==> src/hdl/dnsmttl_pkg.sv <==
// ----------------------------------------------------------------------------
// dnsmttl_pkg
// Shared types and constants of the DNS response minimum-TTL scanner.
// ----------------------------------------------------------------------------
package dnsmttl_pkg;

	localparam int unsigned LABEL_MAX = 63;
	localparam int unsigned FIXED_LEN = 4;
	localparam int unsigned TTL_BYTES = 4;
	localparam int unsigned HDR_LEN   = 12;

	localparam logic [31:0] TTL_NONE = '1;

	localparam logic [3:0] POS_QD_HI = 4'd4;
	localparam logic [3:0] POS_QD_LO = 4'd5;
	localparam logic [3:0] POS_AN_HI = 4'd6;
	localparam logic [3:0] POS_AN_LO = 4'd7;
	localparam logic [3:0] POS_NS_HI = 4'd8;
	localparam logic [3:0] POS_NS_LO = 4'd9;
	localparam logic [3:0] POS_AR_HI = 4'd10;
	localparam logic [3:0] POS_AR_LO = 4'd11;

	typedef enum logic [3:0] {
		PH_HDR     = 4'd0,
		PH_Q_NAME  = 4'd1,
		PH_Q_LABEL = 4'd2,
		PH_Q_TAIL  = 4'd3,
		PH_Q_END   = 4'd4,
		PH_R_NAME  = 4'd5,
		PH_R_LABEL = 4'd6,
		PH_R_FIXED = 4'd7,
		PH_R_TTL   = 4'd8,
		PH_R_RDHI  = 4'd9,
		PH_R_RDLO  = 4'd10,
		PH_R_RDATA = 4'd11,
		PH_DONE    = 4'd12
	} phase_t;

	typedef enum logic [1:0] {
		ST_FOUND = 2'd0,
		ST_EMPTY = 2'd1,
		ST_BAD   = 2'd2
	} status_t;

	typedef struct packed {
		logic [31:0] min_ttl;
		status_t     status;
	} result_t;

endpackage

==> src/hdl/dnsmttl_if.sv <==
// ----------------------------------------------------------------------------
// dnsmttl_msg_if / dnsmttl_res_if
// Valid/ready channels for message bytes and scan results.
// ----------------------------------------------------------------------------
interface dnsmttl_msg_if;
	logic       valid;
	logic       ready;
	logic [7:0] data_byte;
	logic       last_byte;

	modport source (output valid, output data_byte, output last_byte, input ready);
	modport sink (input valid, input data_byte, input last_byte, output ready);
endinterface

interface dnsmttl_res_if;
	logic        valid;
	logic        ready;
	logic [31:0] min_ttl;
	logic [1:0]  scan_status;

	modport source (output valid, output min_ttl, output scan_status, input ready);
	modport sink (input valid, input min_ttl, input scan_status, output ready);
endinterface

==> src/hdl/dnsmttl_parser.sv <==
// ----------------------------------------------------------------------------
// dnsmttl_parser
// Per-byte DNS message walker: header counts, names, TTL minimum, RDLENGTH.
// ----------------------------------------------------------------------------
module dnsmttl_parser import dnsmttl_pkg::*; (
	input  logic       clk,
	input  logic       arst_n,
	input  logic       accept,
	input  logic [7:0] data_byte,
	input  logic       last_byte,
	output logic       push,
	output result_t    result
);

	phase_t      phase_q, phase_d;
	logic [3:0]  pos_q, pos_d;
	logic [15:0] skip_q, skip_d;
	logic [15:0] qleft_q, qleft_d;
	logic [15:0] rleft_q, rleft_d;
	logic [31:0] ttl_q, ttl_d;
	logic [31:0] min_q, min_d;
	logic [7:0]  rdhi_q, rdhi_d;
	logic        seen_q, seen_d;
	logic [15:0] word;
	logic [15:0] skip_dec;
	logic        is_ptr;

	assign word     = {rdhi_q, data_byte};
	assign skip_dec = skip_q - 16'd1;
	assign is_ptr   = data_byte > 8'(LABEL_MAX);

	always_comb begin
		phase_d = phase_q;
		pos_d   = pos_q;
		skip_d  = skip_q;
		qleft_d = qleft_q;
		rleft_d = rleft_q;
		ttl_d   = ttl_q;
		min_d   = min_q;
		rdhi_d  = rdhi_q;
		seen_d  = seen_q;
		unique case (phase_q)
			PH_HDR: begin
				if (pos_q == POS_QD_HI || pos_q == POS_AN_HI ||
				    pos_q == POS_NS_HI || pos_q == POS_AR_HI) begin
					rdhi_d = data_byte;
				end else if (pos_q == POS_QD_LO) begin
					qleft_d = word;
				end else if (pos_q == POS_AN_LO || pos_q == POS_NS_LO ||
				             pos_q == POS_AR_LO) begin
					rleft_d = rleft_q + word;
				end
				if (pos_q == POS_AR_LO) begin
					if (qleft_d != '0)
						phase_d = PH_Q_NAME;
					else if (rleft_d != '0)
						phase_d = PH_R_NAME;
					else
						phase_d = PH_DONE;
				end
				if (pos_q < 4'(HDR_LEN))
					pos_d = pos_q + 4'd1;
			end
			PH_Q_NAME, PH_R_NAME: begin
				if (is_ptr) begin
					skip_d  = 16'(FIXED_LEN + 1);
					phase_d = (phase_q == PH_Q_NAME) ? PH_Q_TAIL : PH_R_FIXED;
				end else if (data_byte == 8'd0) begin
					skip_d  = 16'(FIXED_LEN);
					phase_d = (phase_q == PH_Q_NAME) ? PH_Q_TAIL : PH_R_FIXED;
				end else begin
					skip_d  = {8'd0, data_byte};
					phase_d = (phase_q == PH_Q_NAME) ? PH_Q_LABEL : PH_R_LABEL;
				end
			end
			PH_Q_LABEL: begin
				skip_d = skip_dec;
				if (skip_dec == '0)
					phase_d = PH_Q_NAME;
			end
			PH_Q_TAIL: begin
				skip_d = skip_dec;
				if (skip_dec == '0) begin
					qleft_d = qleft_q - 16'd1;
					if (qleft_d != '0)
						phase_d = PH_Q_NAME;
					else
						phase_d = (rleft_q != '0) ? PH_R_NAME : PH_Q_END;
				end
			end
			PH_Q_END: begin
				phase_d = PH_DONE;
			end
			PH_R_LABEL: begin
				skip_d = skip_dec;
				if (skip_dec == '0)
					phase_d = PH_R_NAME;
			end
			PH_R_FIXED: begin
				skip_d = skip_dec;
				if (skip_dec == '0) begin
					skip_d  = 16'(TTL_BYTES);
					ttl_d   = '0;
					phase_d = PH_R_TTL;
				end
			end
			PH_R_TTL: begin
				ttl_d  = {ttl_q[23:0], data_byte};
				skip_d = skip_dec;
				if (skip_dec == '0) begin
					if (ttl_d < min_q)
						min_d = ttl_d;
					seen_d  = 1'b1;
					phase_d = PH_R_RDHI;
				end
			end
			PH_R_RDHI: begin
				rdhi_d  = data_byte;
				phase_d = (rleft_q == 16'd1) ? PH_DONE : PH_R_RDLO;
			end
			PH_R_RDLO: begin
				rleft_d = rleft_q - 16'd1;
				skip_d  = word;
				phase_d = (word == '0) ? PH_R_NAME : PH_R_RDATA;
			end
			PH_R_RDATA: begin
				skip_d = skip_dec;
				if (skip_dec == '0)
					phase_d = PH_R_NAME;
			end
			PH_DONE: begin
			end
			default: begin
			end
		endcase
	end

	always_comb begin
		push           = accept && last_byte;
		result.min_ttl = '0;
		if (phase_d != PH_DONE) begin
			result.status = ST_BAD;
		end else if (seen_d) begin
			result.status = ST_FOUND;
			if (min_d != TTL_NONE)
				result.min_ttl = min_d;
		end else begin
			result.status = ST_EMPTY;
		end
	end

	always_ff @(posedge clk or negedge arst_n) begin
		if (!arst_n) begin
			phase_q <= PH_HDR;
			pos_q   <= '0;
			skip_q  <= '0;
			qleft_q <= '0;
			rleft_q <= '0;
			ttl_q   <= '0;
			min_q   <= TTL_NONE;
			rdhi_q  <= '0;
			seen_q  <= 1'b0;
		end else if (accept) begin
			if (last_byte) begin
				phase_q <= PH_HDR;
				pos_q   <= '0;
				skip_q  <= '0;
				qleft_q <= '0;
				rleft_q <= '0;
				ttl_q   <= '0;
				min_q   <= TTL_NONE;
				rdhi_q  <= '0;
				seen_q  <= 1'b0;
			end else begin
				phase_q <= phase_d;
				pos_q   <= pos_d;
				skip_q  <= skip_d;
				qleft_q <= qleft_d;
				rleft_q <= rleft_d;
				ttl_q   <= ttl_d;
				min_q   <= min_d;
				rdhi_q  <= rdhi_d;
				seen_q  <= seen_d;
			end
		end
	end

endmodule

==> src/hdl/dns_response_min_ttl_scanner_unit.sv <==
// ----------------------------------------------------------------------------
// dns_response_min_ttl_scanner_unit
// Scans a DNS response byte stream and reports the smallest record TTL.
// ----------------------------------------------------------------------------
//  channel | dir | payload                      | handshake
//  msg     | in  | data_byte[7:0], last_byte    | valid/ready
//  res     | out | min_ttl[31:0], scan_status   | valid/ready
//
//  One byte per cycle while msg.ready is high; results are registered.
//  The parser state registers update once per accepted byte.
//  A two-entry output buffer keeps bytes flowing while one result waits.
//  msg.ready drops only when both output entries are full.
//  Reset clears the parser to the header phase and empties the buffer.
// ----------------------------------------------------------------------------
module dns_response_min_ttl_scanner_unit import dnsmttl_pkg::*; (
	input  logic         clk,
	input  logic         arst_n,
	dnsmttl_msg_if.sink  msg,
	dnsmttl_res_if.source res
);

	logic    accept;
	logic    push;
	logic    pop;
	result_t new_res;
	result_t out_q;
	result_t skid_q;
	logic    out_v_q;
	logic    skid_v_q;

	assign msg.ready = !skid_v_q;
	assign accept    = msg.valid && !skid_v_q;
	assign pop       = out_v_q && res.ready;

	dnsmttl_parser u_parser (
		.clk       (clk),
		.arst_n    (arst_n),
		.accept    (accept),
		.data_byte (msg.data_byte),
		.last_byte (msg.last_byte),
		.push      (push),
		.result    (new_res)
	);

	always_ff @(posedge clk or negedge arst_n) begin
		if (!arst_n) begin
			out_v_q  <= 1'b0;
			skid_v_q <= 1'b0;
		end else if (pop) begin
			out_v_q  <= skid_v_q || push;
			skid_v_q <= 1'b0;
		end else if (!out_v_q) begin
			out_v_q <= push;
		end else if (push) begin
			skid_v_q <= 1'b1;
		end
	end

	always_ff @(posedge clk) begin
		if (pop) begin
			out_q <= skid_v_q ? skid_q : new_res;
		end else if (!out_v_q) begin
			out_q <= new_res;
		end else if (push) begin
			skid_q <= new_res;
		end
	end

	assign res.valid       = out_v_q;
	assign res.min_ttl     = out_q.min_ttl;
	assign res.scan_status = out_q.status;

endmodule

==> src/flat_wrapper.sv <==
// flat-port wrapper written by rule: the top's interface ports become plain ports
module dns_response_min_ttl_scanner_unit_flat import dnsmttl_pkg::*;
  (clk, arst_n, msg_valid, msg_data_byte, msg_last_byte, msg_ready, res_valid, res_min_ttl, res_scan_status, res_ready);
  dnsmttl_msg_if msg_i ();
  dnsmttl_res_if res_i ();
  input  logic clk;
  input  logic arst_n;
  input wire logic [$bits(msg_i.valid)-1:0] msg_valid;
  input wire logic [$bits(msg_i.data_byte)-1:0] msg_data_byte;
  input wire logic [$bits(msg_i.last_byte)-1:0] msg_last_byte;
  output wire logic [$bits(msg_i.ready)-1:0] msg_ready;
  output wire logic [$bits(res_i.valid)-1:0] res_valid;
  output wire logic [$bits(res_i.min_ttl)-1:0] res_min_ttl;
  output wire logic [$bits(res_i.scan_status)-1:0] res_scan_status;
  input wire logic [$bits(res_i.ready)-1:0] res_ready;
  assign msg_i.valid = msg_valid;
  assign msg_i.data_byte = msg_data_byte;
  assign msg_i.last_byte = msg_last_byte;
  assign msg_ready = msg_i.ready;
  assign res_valid = res_i.valid;
  assign res_min_ttl = res_i.min_ttl;
  assign res_scan_status = res_i.scan_status;
  assign res_i.ready = res_ready;
  dns_response_min_ttl_scanner_unit u_core (.clk(clk), .arst_n(arst_n), .msg(msg_i), .res(res_i));
endmodule
==> config.mk <==
export PLATFORM = sky130hd
export DESIGN_NAME = dns_response_min_ttl_scanner_unit_flat
export DESIGN_NICKNAME = d
export VERILOG_FILES = /design/src/hdl/dnsmttl_pkg.sv /design/src/hdl/dnsmttl_if.sv /design/src/hdl/dnsmttl_parser.sv /design/src/hdl/dns_response_min_ttl_scanner_unit.sv /design/src/flat_wrapper.sv
export SDC_FILE = /design/constraint.sdc
export NUM_CORES = 1
export LEC_CHECK = 0
export BUFFER_PORTS_ARGS = -buffer_cell sky130_fd_sc_hd__buf_4
export CORE_ASPECT_RATIO = 0.75
export CORE_MARGIN = 5
export CORE_UTILIZATION = 45
export CTS_BUF_LIST = sky130_fd_sc_hd__clkbuf_4
export CTS_CLUSTER_SIZE = 14
export DETAILED_ROUTE_END_ITERATION = 10
export MAX_ROUTING_LAYER = met4
export RECOVER_POWER = 50
export SLEW_MARGIN = 20
export SYNTH_ARGS = -nofsm -noshare
export SYNTH_HDL_FRONTEND = slang
export SYNTH_SLANG_ARGS = --single-unit
==> constraint.sdc <==
create_clock -name clk -period 3.5 [get_ports clk]
set_input_delay 0.175 -clock clk [delete_from_list [all_inputs] [get_ports clk]]
set_output_delay 0.175 -clock clk [all_outputs]
set_load 0.02 [all_outputs]
======== After elaboration in Yosys (flattened, before gate mapping) ========
Cells that the tools add are included.
word-level totals
  output and inout port bits .............. 36
  register bits ........................... 191
cells by class
  multiplexer cells ....................... 64
  bitwise gates (word level) .............. 1
  $lt $le $gt $ge ......................... 3
  $add $sub $neg .......................... 5
  reduce and logical (&&, ||, !) cells .... 38
  equality and inequality tests ........... 26
operators by type and width
  cell                                                 count
  two-way mux 32 bit                                   7
  two-way mux 16 bit                                   12
  two-way mux 34 bit                                   3
  case mux 16 bit (2 select lines)                     2
  case mux 16 bit (4 select lines)                     1
  nonzero test 16 bit                                  4
  two-way mux 4 bit                                    13
  two-way mux 24 bit                                   2
  case mux 24 bit (2 select lines)                     1
  subtractor 16 x 1 -> 16 bit (second input constant)  3
  case mux 4 bit (10 select lines)                     1
  == test 4 x 3 -> 1 bit (second input constant)       8
  == test 4 bit (second input constant)                8
  logical NOT 16 bit                                   2
  < comparator 32 bit                                  1
  two-way mux 8 bit                                    4
  != test 32 bit (second input constant)               1
  two-way mux 3 bit                                    6
  adder 16 bit                                         1
  == test 16 x 1 -> 1 bit (second input constant)      1
  case mux 8 bit (2 select lines)                      1
  AND reduction 3 bit                                  5
  nonzero test 3 bit                                   4
  two-way mux 1 bit                                    10
  other kinds (20)                                     36

======== Logic depth before layout (Yosys ltp) ========
Gate-level depths: netlist of the first run.
  depth in word-level cells ............... 16
  depth in mapped cells ................... 16
  mapped depth without buffers ............ 12

======== Modules after synthesis ========
From an unflattened synthesis of the first run, not the netlist that was laid out.
second synthesis, totals
  cell total of the unflattened synthesis .. 1,257
  area, all modules ....................... 12,519.5 um2
modules (own cells, without submodules)
  module                             cells an instance  times used  seq. area each (um2)  area each (um2)
  dnsmttl_parser                     1,140              1           3,067.9               9,829.4
  dns_response_min_ttl_scanner_unit  117                1           2,092.0               2,690.1

======== Least setup slack after synthesis of the first run ========
Ideal clock, no wire load.
  path kind ............................... register -> register
  from .................................... register u_core.u_parser.rleft_q[0]
  to ...................................... register u_core.out_q (netlist bit u_core.res.scan_status[1]), data pin
  slack ................................... -0.013 ns
  path buffers ............................ 1
  cell stages (with the launch flop) ...... 14
  required time ........................... 3.230 ns
  arrival ................................. 3.243 ns
  cells stage by stage .................... dfrtp_1 ha_1 inv_1 fa_1 nand2b_1 a211oi_1 o21ai_0 a31oi_1 o211ai_1 or4_4 nor4_4 nor2_4 buf_6 a2bb2oi_1
on the way
  word-level cells in the longest chain between the ends .. 14
ends and longest elaborated chain
  element                                RTL line                                                                          text
  start, declared                        dnsmttl_parser.sv:19                                                              logic [15:0] rleft_q, rleft_d;
  start signal, assigned                 dnsmttl_parser.sv:179                                                             rleft_q <= rleft_d;
  adder 16 bit                           dnsmttl_parser.sv:51                                                              rleft_d = rleft_q + word;
  two-way mux 16 bit                     dnsmttl_parser.sv:49                                                              end else if (pos_q == POS_AN_LO || pos_q == POS_NS_LO ||
  two-way mux 16 bit                     dnsmttl_parser.sv:47                                                              end else if (pos_q == POS_QD_LO) begin
  two-way mux 16 bit                     dnsmttl_parser.sv:44                                                              if (pos_q == POS_QD_HI || pos_q == POS_AN_HI ||
  two-way mux 16 bit                     dnsmttl_parser.sv:42                                                              unique case (phase_q)
  nonzero test 16 bit                    dnsmttl_parser.sv:56                                                              else if (rleft_d != '0)
  two-way mux 4 bit                      dnsmttl_parser.sv:56
  two-way mux 4 bit                      dnsmttl_parser.sv:54                                                              if (qleft_d != '0)
  two-way mux 4 bit                      dnsmttl_parser.sv:53                                                              if (pos_q == POS_AR_LO) begin
  case mux 4 bit (10 select lines) *     dnsmttl_parser.sv:42
  != test 4 bit *                        dnsmttl_parser.sv:141                                                             if (phase_d != PH_DONE) begin
  two-way mux 2 bit *                    dnsmttl_parser.sv:141
  two-way mux 34 bit (on tied branches)  dns_response_min_ttl_scanner_unit.sv:62, dns_response_min_ttl_scanner_unit.sv:61
  two-way mux 34 bit *                   dns_response_min_ttl_scanner_unit.sv:60                                           if (pop) begin
  end signal, assigned                   dns_response_min_ttl_scanner_unit.sv:61                                           out_q <= skid_v_q ? skid_q : new_res;
  end signal, assigned                   dns_response_min_ttl_scanner_unit.sv:63                                           out_q <= new_res;
  end, declared                          dns_response_min_ttl_scanner_unit.sv:26                                           result_t out_q;
Every way passes the cells marked *; elsewhere a longest branch is shown, timed or not. The select of a mux whose other input is x is not followed.
A chain may end at the register's enable or synchronous reset.

======== Worst setup path after layout of the first run ========
  from .................................... register u_core.u_parser.qleft_q[5]
  to ...................................... register u_core.out_q (netlist bit u_core.res.min_ttl[15]), data pin
on the way
  word-level cells in the longest chain between the ends .. 11
ends and longest elaborated chain
  element                                                              RTL line                                                                          text
  start, declared                                                      dnsmttl_parser.sv:18                                                              logic [15:0] qleft_q, qleft_d;
  start signal, assigned                                               dnsmttl_parser.sv:178                                                             qleft_q <= qleft_d;
  branches (longest 6 deep; another with subtractor 16 x 1 -> 16 bit)  n/a
  case mux 4 bit (10 select lines) *                                   dnsmttl_parser.sv:42
  != test 4 bit *                                                      dnsmttl_parser.sv:141
  two-way mux 32 bit *                                                 dnsmttl_parser.sv:141
  two-way mux 34 bit (on tied branches)                                dns_response_min_ttl_scanner_unit.sv:62, dns_response_min_ttl_scanner_unit.sv:61
  two-way mux 34 bit *                                                 dns_response_min_ttl_scanner_unit.sv:60
Mark *: on every way between the ends. The select of a mux whose other input is x is not followed.

==> impl.org, run 1 <==
** Status
- Status :: complete, but fails checks
- Violations in the final reports :: capacitance limit, slew limit, setup timing

** Timing
- Number of endpoints failing setup at the final stage :: 66
- Period utilisation layout :: 105.6%
- Number of max-slew violations in the final report :: 160
- After routing, the total negative slack on setup checks comes to -9.300 ns.
- Relative slew slack :: -96.04%
- Setup slack on the critical path of the routed design comes to -0.1957 ns.
- Static timing analysis puts the maximum clock frequency at 0.2706 GHz.
- Worst hold slack :: 0.04205 ns
- Pin slew with the least headroom to its limit :: 2.941 ns
- Clock skew on the completed layout was measured at 0.05496 ns.
- The number of failing hold endpoints at the final stage came to 0.
- Final Critical Period :: 3.696 ns
- Unrepaired setup endpoints after global routing :: true

** Yosys
- The synthesized netlist contains 91 unique library cells.
- The share of synthesized area in the top cell type comes to 17.61%.
- Post-synth EDFFs :: 68
- FF+latch count, synth :: 191
- Cells after Synth :: 1439
- Register area share after synthesis :: 39.90%
- Total of warnings raised by yosys :: 0
- A synthesized cell averages 8.988 sq um.
- Post-synthesis cell type with the largest combined area :: dfrtp_1
- Largest cells by area after synthesis :: dfrtp_1 (18%), edfxtp_1 (16%), dfstp_2 (6.5%), ha_1 (5.4%), o21ai_0 (5.3%)
- Fraction of registers with async set or reset after synthesis :: 64.40%
- The number of nets handed over by synthesis was 1509.
- Post-synthesis instance area :: 12930 sq um
- Leading register cell type out of synthesis :: dfrtp_1

** Floorplan
- From bottom edge to top edge, the die measures 156.8 microns.
- Starting Density :: 45.89%
- Number of core rows :: 53
- Core region area :: 28180 sq um
- Num ports :: 49
- The floorplan step set the die width to 205.8 microns.
- The die covers 32270 sq um.

** Final layout
- Layout net count :: 1766
- Finished Cell Area :: 16560 sq um
- Relative to the synthesized area, the layout overhead comes to 28.03%.
- Of the cells placed in the final design, the portion with a size suffix greater than 1 is 31.30%.
- The finished layout holds 2095 standard cells, fillers aside.
- Counting the fill cells in the layout gives 2459.
- Core occupancy in the finished layout :: 58.75%

** Clock tree
- The number of clock buffers added by TritonCTS is 17.
- Number of levels in the clock H-tree :: 4
- Deepest clock path buffer count :: 2
- Clock-pin slew was measured on the worst setup and hold paths at 0.18 ns.
- The later pin in the worst-skew pair is clocked with a latency of 0.66 ns.
- Clock root buffer :: clkbuf_4
- For this design, the sink count on the clock tree is 191.
- TritonCTS built the clock tree.

** Placement
- Prior to clock tree synthesis, the placed netlist has a worst setup slack of -0.4424 ns.
- Placed Cells :: 2017
- Routability Congestion :: 0.9670
- Number of input and output port buffers inserted :: 48
- Post-placement cell area :: 15300 sq um
- Detailed placement ended at an HPWL of 32000 microns.

** Drt
- Number of detailed-route iterations in the first pass :: 5
- For this run, design rule violations remaining after detail routing come to 0.
- Total Wirelength :: 45040 microns
- First DRT Iteration DRCs :: 1548
- WL per Instance :: 21.50 microns
- In the routed layout, each cell is associated on average with a via count of 6.050.
- The routed layout has 12674 vias.
- Antenna-violating nets left :: 0

** Setup path
- Worst Reg-to-Reg Cells :: 12
- The critical path is of the register to register type.
- The setup check on the worst reg-to-reg path leaves a slack of -0.20 ns.
- STA classifies the critical path endpoint as a register.
- For the worst setup path, the data arrival time is 4.18 ns.
- Reg-to-Reg Start :: u_core.u_parser.qleft_q[5]
- Critical Path Start Type :: register
- The endpoint identified for the worst register-to-register timing path is u_core.res.min_ttl[15].
- Along the worst path, the maximum fanout reaches 13.
- Data required time of the critical path :: 3.98 ns
- Launch point of the critical path :: u_core.u_parser.qleft_q[5]

** Worst hold path
- The path with the worst hold slack has its endpoint at u_core.u_parser.min_q[2].
- The worst hold path begins at msg_data_byte[2].
- Instance count along the most critical hold path :: 3
- Worst min-delay path category :: input port to register

** Power
- IR drop worst, VDD :: 0.1909 mV
- The design draws 7.746 mW.
- Switching fraction of total power :: 41.93%
- Net switching power :: 3.248 mW
- The analysis attributes to cell leakage a power of 7.358 nW.
- Clk network pwr share :: 16.2%
- Combinational share of power :: 48.0%
- Dividing total power by cell area gives a power density of 467.8 nW/um^2.
- Part of the total power dissipated in sequential elements :: 35.9%
- Cell internal power was estimated by the tool at 4.498 mW.

** Global routing
- Number of antenna violations at the first check in global routing :: 1
- Vias in the first global route :: 11629
- Pin count of the biggest net entering global routing :: 124
- Total routing usage reported by global routing :: 28.33%
- First-pass GRT wire length :: 68370 microns
- Total overflow reported by the global router :: 0

** Run
- Max-cap check violation count :: 2
how the worst max path moves through the flow:
stage,slack (ns),cells past startpoint,end
after floorplan,0.03,13,u_core.res.min_ttl[13]
after global placement,-0.35,11,u_core.res.min_ttl[2]
after detailed placement,-0.44,11,u_core.res.min_ttl[1]
after CTS,-0.14,12,u_core.res.min_ttl[15]
after global routing,-0.25,14,u_core.res.min_ttl[16]
final,-0.20,12,u_core.res.min_ttl[15]
flip-flops by register name, summed over array words and instances (netlist names):
signal and flops:
u_core.res.scan_status 2, u_core.u_parser.rleft_q 16, u_core.skid_q 34, u_core.u_parser.ttl_q 24, u_core.u_parser.seen_q 1, u_core.u_parser.rdhi_q 8, u_core.u_parser.qleft_q 16, u_core.res.min_ttl 32
u_core.u_parser.pos_q 4, u_core.res.valid 1, u_core.u_parser.phase_q 4, u_core.u_parser.skip_q 16, u_core.skid_v_q 1, u_core.u_parser.min_q 32
kinds of logic (layout without fill, tap and decap cells):
group / count (synthesis) / after routing / synth area share, %
AO/OA/AOI/OAI: 453 / 454 / 24.39
XOR/XNOR: 18 / 18 / 1.219
adder cells (fa/ha/maj): 57 / 57 / 5.572
buffers and inverters: 172 / 440 / 6.037
flip-flops: 191 / 191 / 39.90
multiplexers: 13 / 13 / 1.045
other: 0 / 1 / 0
AND/OR/NAND/NOR: 535 / 536 / 21.84
cell type report:
type	count	area [sq um]	share of cell area, %
timing repair buffer	338	2836	17.13
tap	385	481.7	2.909
clock buffer	18	135.1	0.8161
clock inverter	14	140.1	0.8463
sequential	191	5165	31.19
multi-input combinational	1078	7535	45.50
inverter	70	262.8	1.587
antenna	1	2.502	0.01511
cells in the mapped netlist (10+ instances only):
master and count:
and3_1 12, clkbuf_1 60, inv_1 67, nor3_1 39, a31oi_1 17, xor2_1 11
nand4_1 29, o21a_1 10, o22a_1 35, nand3_1 62, nor3b_2 27, buf_6 13
o211ai_1 12, o31ai_1 10, nor2_1 103, a22o_1 19, dfstp_2 32, o21ai_0 138
buf_2 15, edfxtp_1 68, a21oi_1 79, nor4_1 19, dfrtp_1 91, o31ai_2 28
nand2_1 171, a22oi_1 17, ha_1 56
timing repair:
action                                 4_1_cts  5_1_grt
setup endpoints to repair                   77      119
setup buffers                               25       10
hold buffers                                 7        0
gates cloned                                 6        0
pin swaps                                   18       26
resized for setup                           50       99
endpoints found under the hold margin      100        0
per-layer routing:
metal	global-route usage [%]	part of all wire (%)	wire length, microns	vias up
met1	44.47	49	22040	6190
met2	37.45	40	18130	580
li1	-	-	-	5873
met3	6.215	9.8	4429	31
met4	4.590	0.99	444	0
met5	-	0	0	-
critical path, cell delays in order, from the launching register on:
cell and delay (ns):
dfrtp_1 0.41, or4_4 0.58, o41ai_4 0.36, o311ai_2 0.19
a2111oi_4 0.47, buf_4 0.20, nor2_2 0.04, or3_4 0.34
o211ai_4 0.22, nand3b_1 0.16, buf_12 0.20, buf_12 0.16
o31ai_4 0.21
power groups by stage:
stage / sequential, mW / combinational [mW] / clock, mW
finish: 2.78 / 3.72 / 1.25
global route: 2.80 / 3.98 / 1.36
CTS: 2.77 / 3.56 / 1.27
detailed placement: 2.81 / 3.35 / 0
global placement: 2.80 / 3.34 / 0
floorplan: 2.92 / 1.75 / 0
placed cells by master (no fill, tap or decap), types with 8 or more instances in the layout:
master / Yosys / routed
o211ai_1: 12 / 12
nor4_1: 19 / 17
clkbuf_1: 60 / 16
mux2i_1: 9 / 9
nand2_1: 171 / 158
o31ai_4: 0 / 14
xor2_1: 11 / 11
o21ai_1: 2 / 21
a21oi_1: 79 / 75
edfxtp_1: 68 / 68
dfrtp_1: 91 / 87
nand4_1: 29 / 29
o22ai_1: 8 / 8
buf_4: 5 / 271
nand3_1: 62 / 61
o21a_1: 10 / 9
a31oi_1: 17 / 15
nor3b_2: 27 / 29
nand2_2: 0 / 12
buf_12: 0 / 13
clkbuf_4: 0 / 18
nor2_1: 103 / 98
o21ai_0: 138 / 117
buf_6: 13 / 25
a22o_1: 19 / 19
a22oi_1: 17 / 17
dfstp_2: 32 / 32
ha_1: 56 / 54
inv_1: 67 / 66
o22a_1: 35 / 35
o31ai_2: 28 / 20
and3_1: 12 / 11
nor3_1: 39 / 38
(Power assumes the default switching activity.)
==> inputs of run 2 (changes only) <==
--- a/config.mk
+++ b/config.mk
@@ -8,11 +8,12 @@
 export BUFFER_PORTS_ARGS = -buffer_cell sky130_fd_sc_hd__buf_4
 export CORE_ASPECT_RATIO = 0.75
 export CORE_MARGIN = 5
-export CORE_UTILIZATION = 45
+export CORE_UTILIZATION = 50
 export CTS_BUF_LIST = sky130_fd_sc_hd__clkbuf_4
 export CTS_CLUSTER_SIZE = 14
 export DETAILED_ROUTE_END_ITERATION = 10
 export MAX_ROUTING_LAYER = met4
+export PLACE_DENSITY = 0.69
 export RECOVER_POWER = 50
 export SLEW_MARGIN = 20
 export SYNTH_ARGS = -nofsm -noshare
==> run 2 against run 1 <==
  * The run still ends with capacitance limit, slew limit, setup timing left
  * Via count increased by 1.5%
  * Total power increased by 0.20%
  * Register-to-register slack got worse by 0.16 ns
  * Fmax decreased by 4.3%
  * Die area decreased by 9.5%
  * Clock power increased by 9%
  * Non-clock buffer count decreased by 31
  * Critical path depth increased by 2
  * Largest cell class unchanged
==> impl.org, run 2 (synthesized netlist as in run 1, its figures left out) <==
** Setup path
- Of all nets on the critical path, the largest fanout is 8.
- Crit Reg-Reg Endpoint :: u_core.res.min_ttl[2]
- In this design, the stage delay of the slowest critical-path cell is 0.57 ns.
- Critical Path AT :: 4.33 ns
- Buf/Inv on CP :: 5
- Among cell families on the critical path, the largest total delay comes from compound AO/OA/AOI/OAI gates.
- Data required time of the critical path :: 3.97 ns
- Measured in cells, the most critical reg-to-reg path has a length of 14.
- The worst setup path is captured at a register.
- Crit Path Category :: register to register
- Critical Path Start Type :: register
- Reg-to-Reg Start :: u_core.u_parser.qleft_q[12]
- For flop-to-flop paths, the worst setup slack is -0.36 ns.
- Worst-path cell chain :: or4_4 -> o41ai_4 -> o311ai_2 -> a2111oi_4 -> buf_4 -> buf_6 -> a41o_1 -> o211ai_1 -> buf_4 -> nor3_4 -> buf_6 -> clkbuf_16 -> nand2_1 -> o31ai_2
- The slowest stage of the critical path is the or4_4 cell.
- Launch point of the critical path :: u_core.u_parser.qleft_q[12]

** Drt
- Number of detailed-route iterations in the first pass :: 7
- For this block, the via count after detailed routing is 12863.
- DRC viols :: 0
- After detailed routing, the total wire length is 44060 microns.
- First DRT Iteration DRCs :: 1800
- Number of vias per cell after detailed routing :: 6.362
- Antenna-violating nets left :: 0
- Dividing the detail-routed wire length by the instance count gives 21.79 microns.

** Global routing
- Pin count of the biggest net entering global routing :: 69
- In this run the most used layer during global routing was met1.
- Vias in the first global route :: 11458
- In the global route stage, met1 resource usage came out at 43.95%.
- For met3 alone, demand over resource in global routing was 7.993%.
- For this run, the total global-route usage over all layers was measured as 28.80%.
- Global Route met2 Usage :: 38.61%
- Number of antenna violations at the first check in global routing :: 1
- Summed over all layers, the global routing overflow is 0.
- The first global-routing pass estimated 64890 microns of wire.

** Power
- The worst-case IR drop observed on VDD is 0.4207 mV.
- For this design the ratio of total power to cell area is 472.6 nW/um^2.
- Leakage power total :: 7.294 nW

** Timing
- The number of failing hold endpoints at the final stage came to 0.
- In the final timing run, aggregate negative setup slack is -16.43 ns.
- Unrepaired setup endpoints after global routing :: true
- Period utilisation layout :: 110.3%
- Number of endpoints failing setup at the final stage :: 67
- Across the routed clock network, the largest skew measured is 0.03598 ns.
- Setup slack on the critical path of the routed design comes to -0.3598 ns.
- Derived from the worst setup path, the maximum achievable clock frequency is 0.2591 GHz.
- The number of slew-limit violations in the final report was 105.
- Final Critical Period :: 3.860 ns
- Relative slew slack :: -33.29%
- Pin slew with the least headroom to its limit :: 1.999 ns

** Floorplan
- Starting Density :: 50.29%
- DIE HEIGHT :: 149.3 microns
- Die width :: 195.7 microns
- During I/O placement, the number of pins put on the boundary was 49.
- The floorplan step defined a core boundary enclosing 25720 sq um.
- Area enclosed by the die boundary :: 29220 sq um
- The floorplan has 51 rows.

** Worst hold path
- The startpoint identified for the worst hold timing path is msg_valid.
- Hold-critical path endpoint :: u_core.u_parser.seen_q
- Worst min-delay path category :: input port to register
- Instance count along the most critical hold path :: 4

** Clock tree
- After clock tree synthesis, the clock-pin slew on the worst setup and hold paths is 0.18 ns.
- The longest clock path from root to sink contains 2 buffers.
- Count of clock tree sinks :: 191
- CTS built an H-tree with a depth of 4.
- For the worst-skew pair, the clock arrives at the later sink with an insertion delay of 0.64 ns.
- Clock tree synthesis inserted a total of 17 buffers.
- Clock root buffer :: clkbuf_4
- TritonCTS built the clock tree.

** Status
- The flow ran to the end, but the final reports show violations.
- Violations in the final reports :: capacitance limit, slew limit, setup timing

** Run
- The tool flagged a number of max-cap violations equal to 2.

** Final layout
- In the final layout, the share of cells above drive strength 1 is 29.58%.
- The net count of the finished layout is 1734.
- Most common cell after layout, fill and taps aside :: buf_4
- The top cell types in the final layout, fill and taps aside, are buf_4 (234), nand2_1 (154), o21ai_0 (132).
- The register with the most flip-flops in the layout has 34 of them.
- u_core.skid_q holds more flip-flops than any other register.
- Syn-to-layout area delta :: 26.98%

** Placement
- The congestion estimate from routability-driven global placement came to 0.9754.
- Pre-CTS setup slack :: -0.5239 ns
- Number of input and output port buffers inserted :: 48
- Detailed placement HPWL :: 29950 microns
run 2: cell types whose count changed in the layout (fill, tap and decap cells not counted), sizes merged, moves of 2 or more:
cell	change
clkbuf	+12
clkinv	+2
inv	-2
dlygate4sd3	+3
buf	-46
run 2: layout make-up:
| type | count | area [sq um] |
|---|---|---|
| fillers | 2026 | 9293 |
| multi-input cells | 1077 | 7521 |
| flip-flops and latches | 191 | 5161 |
| repair buffers | 307 | 2718 |
| well taps | 344 | 430.4 |
| inverters | 70 | 262.8 |
| clock inverters | 14 | 192.7 |
| clock buffers | 18 | 135.1 |
| diodes | 1 | 2.502 |
run 2: worst max path at each step:
stage | to | slack, ns | depth (start not counted)
after floorplan | u_core.res.min_ttl[13] | 0.03 | 13
after global placement | u_core.res.min_ttl[0] | -0.44 | 10
after detailed placement | u_core.res.min_ttl[1] | -0.52 | 10
after CTS | u_core.res.min_ttl[13] | -0.26 | 12
after global routing | u_core.res.min_ttl[28] | -0.43 | 14
final | u_core.res.min_ttl[2] | -0.36 | 14
run 2: report_power, final:
| group | total, mW | switching, mW | internal, mW |
|---|---|---|---|
| logic | 3.59 | 2.08 | 1.51 |
| clock network | 1.36 | 0.944 | 0.413 |
| registers | 2.81 | 0.222 | 2.59 |
run 2: timing repair:
item	in CTS	in global routing
endpoints found under the setup margin	109	136
resized for setup	19	108
endpoints found under the hold margin	68	1
pin swaps	9	43
hold buffers	9	1
setup buffers	7	16
gates cloned	1	11
run 2: through the flow:
stage / total power, mW / instances / hold WS (ns) / area (sq um) / utilization [%]
after floorplan: 4.666 / 1439 / -0.1206 / 12940 / -
after global routing: 8.143 / 2022 / -0.001021 / 16420 / 63.86
after detailed placement: 6.027 / 1944 / 0.2844 / 15000 / 58.33
after global placement: 5.982 / 1944 / 0.2853 / 15000 / 58.33
final: 7.761 / 2022 / 0.03496 / 16420 / 63.86
after CTS: 7.437 / 1993 / 0.0007196 / 15570 / 60.54
run 2: metal layers:
metal | up-vias | part of all wire, %
li1 | 5809 | -
met1 | 6239 | 45
met2 | 752 | 42
met3 | 63 | 12
met4 | 0 | 1.2
met5 | - | 0
run 2: worst min-delay path: stages:
cell and delay [ns]:
buf_4 0.12, nor2b_1 0.17, o21ai_0 0.15, nor2_1 0.04
==> inputs of run 3 (changes only) <==
--- a/config.mk
+++ b/config.mk
@@ -12,6 +12,7 @@
 export CTS_BUF_LIST = sky130_fd_sc_hd__clkbuf_4
 export CTS_CLUSTER_SIZE = 14
 export DETAILED_ROUTE_END_ITERATION = 10
+export HOLD_SLACK_MARGIN = 0.08
 export MAX_ROUTING_LAYER = met4
 export PLACE_DENSITY = 0.69
 export RECOVER_POWER = 50
==> run 3 against run 2 <==
  * The run still ends with capacitance limit, slew limit, setup timing left
  * Fmax fell by 0.30%
  * Die area did not move
  * Clock power barely moved
  * Largest cell class unchanged
==> impl.org, run 3 (synthesized netlist as in run 1, its figures left out) <==
** Global routing
- Number of antenna violations at the first check in global routing :: 1
- Entering global routing, the biggest net connects 69 pins.
- The total overflow left after global routing is 0.
- Routing usage on met3 :: 8.241%
- Total routing usage reported by global routing :: 28.86%
- Global routing consumed, on the met2 layer, 38.74% of the routing resources.
- Global routing consumed, on the met1 layer, 43.86% of the routing resources.
- The first global-routing pass estimated 65070 microns of wire.
- Vias in the first global route :: 11492
- Most Crowded Layer GR :: met1

** Power
- Leakage power total :: 7.243 nW
- IR drop worst, VDD :: 0.3992 mV
- For this design the ratio of total power to cell area is 474.1 nW/um^2.

** Timing
- Setup violations remaining at the end of the flow were counted as 68.
- The number of slew-limit violations in the final report is 105.
- Pin slew with the least headroom to its limit :: 1.991 ns
- After routing, the total negative slack on setup checks comes to -15.12 ns.
- Timing would allow up to 0.2583 GHz.
- Setup repair after global routing could not meet its margin everywhere.
- In the post-route analysis, the smallest setup slack over all paths is -0.3715 ns.
- Worst Skew :: 0.05344 ns
- Hold violation total from the final report :: 0
- The worst path in the final design needs a cycle of 3.872 ns, including I/O delays and setup.
- Relative slew slack :: -32.73%
- Period utilisation layout :: 110.6%

** Floorplan
- For this design the top-level I/O count stands at 49.
- Area enclosed by the die boundary :: 29220 sq um
- DIE HEIGHT :: 149.3 microns
- The total area inside the core boundary comes to 25720 sq um.
- Row generation in the floorplan step produced 51 rows.
- Starting Density :: 50.29%
- From left edge to right edge, the die measures 195.7 microns.

** Final layout
- Ranked by flip-flop count, first place goes to u_core.skid_q.
- Flip-flop count of the largest register, all copies and words added :: 34
- The layout has 2042 filler cells.
- Once layout is done, the placed cells without fillers occupy 16330 sq um.
- Layout net count :: 1731
- Syn-to-layout area delta :: 26.24%
- Fraction of layout instances using a drive strength above 1 :: 29.09%
- Commonest non-fill, non-tap cells in the layout :: buf_4 (231), nand2_1 (155), o21ai_0 (132)
- The library cell used most frequently in the layout, excluding fill and tap cells, is buf_4.

** Setup path
- Crit Reg-Reg Endpoint :: u_core.res.min_ttl[28]
- Data on the critical path is required at its endpoint by 4.00 ns.
- Reg2reg setup slack :: -0.37 ns
- Crit Path Category :: register to register
- Delay of the slowest critical-path stage :: 0.58 ns
- Critical Path Start Type :: register
- Critical Path Slowest Stage Cell :: or4_4
- STA classifies the critical path endpoint as a register.
- The startpoint identified for the worst register-to-register timing path is u_core.u_parser.qleft_q[5].
- The signal on the critical path passes through or4_4 -> o41ai_4 -> o311ai_2 -> a2111oi_4 -> buf_4 -> buf_6 -> a41o_1 -> o211ai_1 -> buf_4 -> nor3_4 -> buf_6 -> clkbuf_16 -> nand2_1 -> o31ai_2.
- Buf/Inv on CP :: 5
- Critical Path AT :: 4.37 ns
- Of all nets on the critical path, the largest fanout is 8.
- Top cell family by delay on the critical path :: compound AO/OA/AOI/OAI gates
- Counting cells, the worst reg-to-reg path comes to 14.

** Worst hold path
- In this run the most critical hold path is launched from msg_data_byte[0].
- Worst min-delay path category :: input port to register
- For hold timing, the worst endpoint is u_core.u_parser.min_q[0].
- The worst hold path was traced through 4 stages.

** Drt
- Antenna-violating nets left :: 0
- Dividing the detail-routed via count by the number of cells gives 6.310.
- In this run, the number of DRC markers left after iteration 0 of detailed routing was 1669.
- Vias :: 12740
- WL per Instance :: 21.64 microns
- Wires add up to 43690 microns.
- DRC viols :: 0
- Number of detailed-route iterations in the first pass :: 8

** Placement
- Detailed placement HPWL :: 29950 microns
- The congestion estimate from routability-driven global placement came to 0.9754.
- The placed instances occupy a cell area of 15000 sq um.
- The count of buffers added on input and output ports is 48.
- Timing analysis after detailed placement gives a worst setup slack of -0.5239 ns.

** Clock tree
- After clock tree synthesis, the clock-pin slew on the worst setup and hold paths is 0.19 ns.
- TritonCTS created 17 clock buffers.
- Clock Latency Late Sink :: 0.66 ns
- Number of levels in the clock H-tree :: 4
- Counting every sink on the clock net gives 191.
- CTS tree :: built
- Clock root buffer :: clkbuf_4
- No sink is reached through more buffers than the 2 on the longest clock path.

** Status
- Status :: complete, but fails checks
- The checks that failed: capacitance limit, slew limit, setup timing.

** Run
- Max-cap check violation count :: 2
## run 3: layout make-up
class                      count  area [sq um]  share of cell area, %
multi-input combinational   1077          7488                  45.87
sequential                   191          5161                  31.61
timing repair buffer         304          2654                  16.25
tap                          344         430.4                  2.636
inverter                      70         262.8                  1.609
clock inverter                14         192.7                  1.180
clock buffer                  18         135.1                 0.8277
antenna                        1         2.502                0.01533
## run 3: worst max-delay path by stage
stage	startpoint	endpoint	slack, ns	cells after the start
3_5_place_dp	u_core.u_parser.skip_q[1]	u_core.res.min_ttl[1]	-0.52	10
4_1_cts	u_core.u_parser.qleft_q[5]	u_core.res.min_ttl[13]	-0.26	12
3_3_place_gp	u_core.u_parser.skip_q[1]	u_core.res.min_ttl[0]	-0.44	10
6_report	u_core.u_parser.qleft_q[5]	u_core.res.min_ttl[28]	-0.37	14
5_1_grt	u_core.u_parser.qleft_q[5]	u_core.res.min_ttl[28]	-0.44	14
2_1_floorplan	u_core.u_parser.skip_q[6]	u_core.res.min_ttl[13]	0.03	13
## run 3: routing by layer
| metal | share of wire, % | vias to the layer above |
|---|---|---|
| met5 | 0 | - |
| li1 | - | 5806 |
| met3 | 13 | 62 |
| met1 | 44 | 6161 |
| met4 | 1.3 | 0 |
| met2 | 42 | 711 |
## run 3: power breakdown
part           total, mW  switching [mW]  internal (mW)
Clock               1.36           0.943          0.413
Sequential          2.81           0.224           2.59
Combinational       3.57            2.07           1.50
Total               7.74            3.23           4.51
## run 3: worst min-delay path, cell delays in order
cell,delay [ns]
buf_4,0.11
buf_4,0.11
buf_4,0.20
o22a_1,0.15
## run 3: repair_timing
item,in CTS,in global routing
setup buffers,7,12
endpoints found under the setup margin,109,136
hold buffers,13,0
resized for setup,19,101
cloned,1,9
pin swaps,9,37
endpoints found under the hold margin,84,0
## run 3: metrics by stage
step	cells	util [%]	hold slack [ns]	total power, mW
2_1_floorplan	1439	-	-0.1206	4.666
3_3_place_gp	1944	58.33	0.2853	5.982
3_5_place_dp	1944	58.33	0.2844	6.027
4_1_cts	1997	60.70	0.08645	7.442
5_1_grt	2019	63.49	0.09819	8.135
6_report	2019	63.49	0.1394	7.741
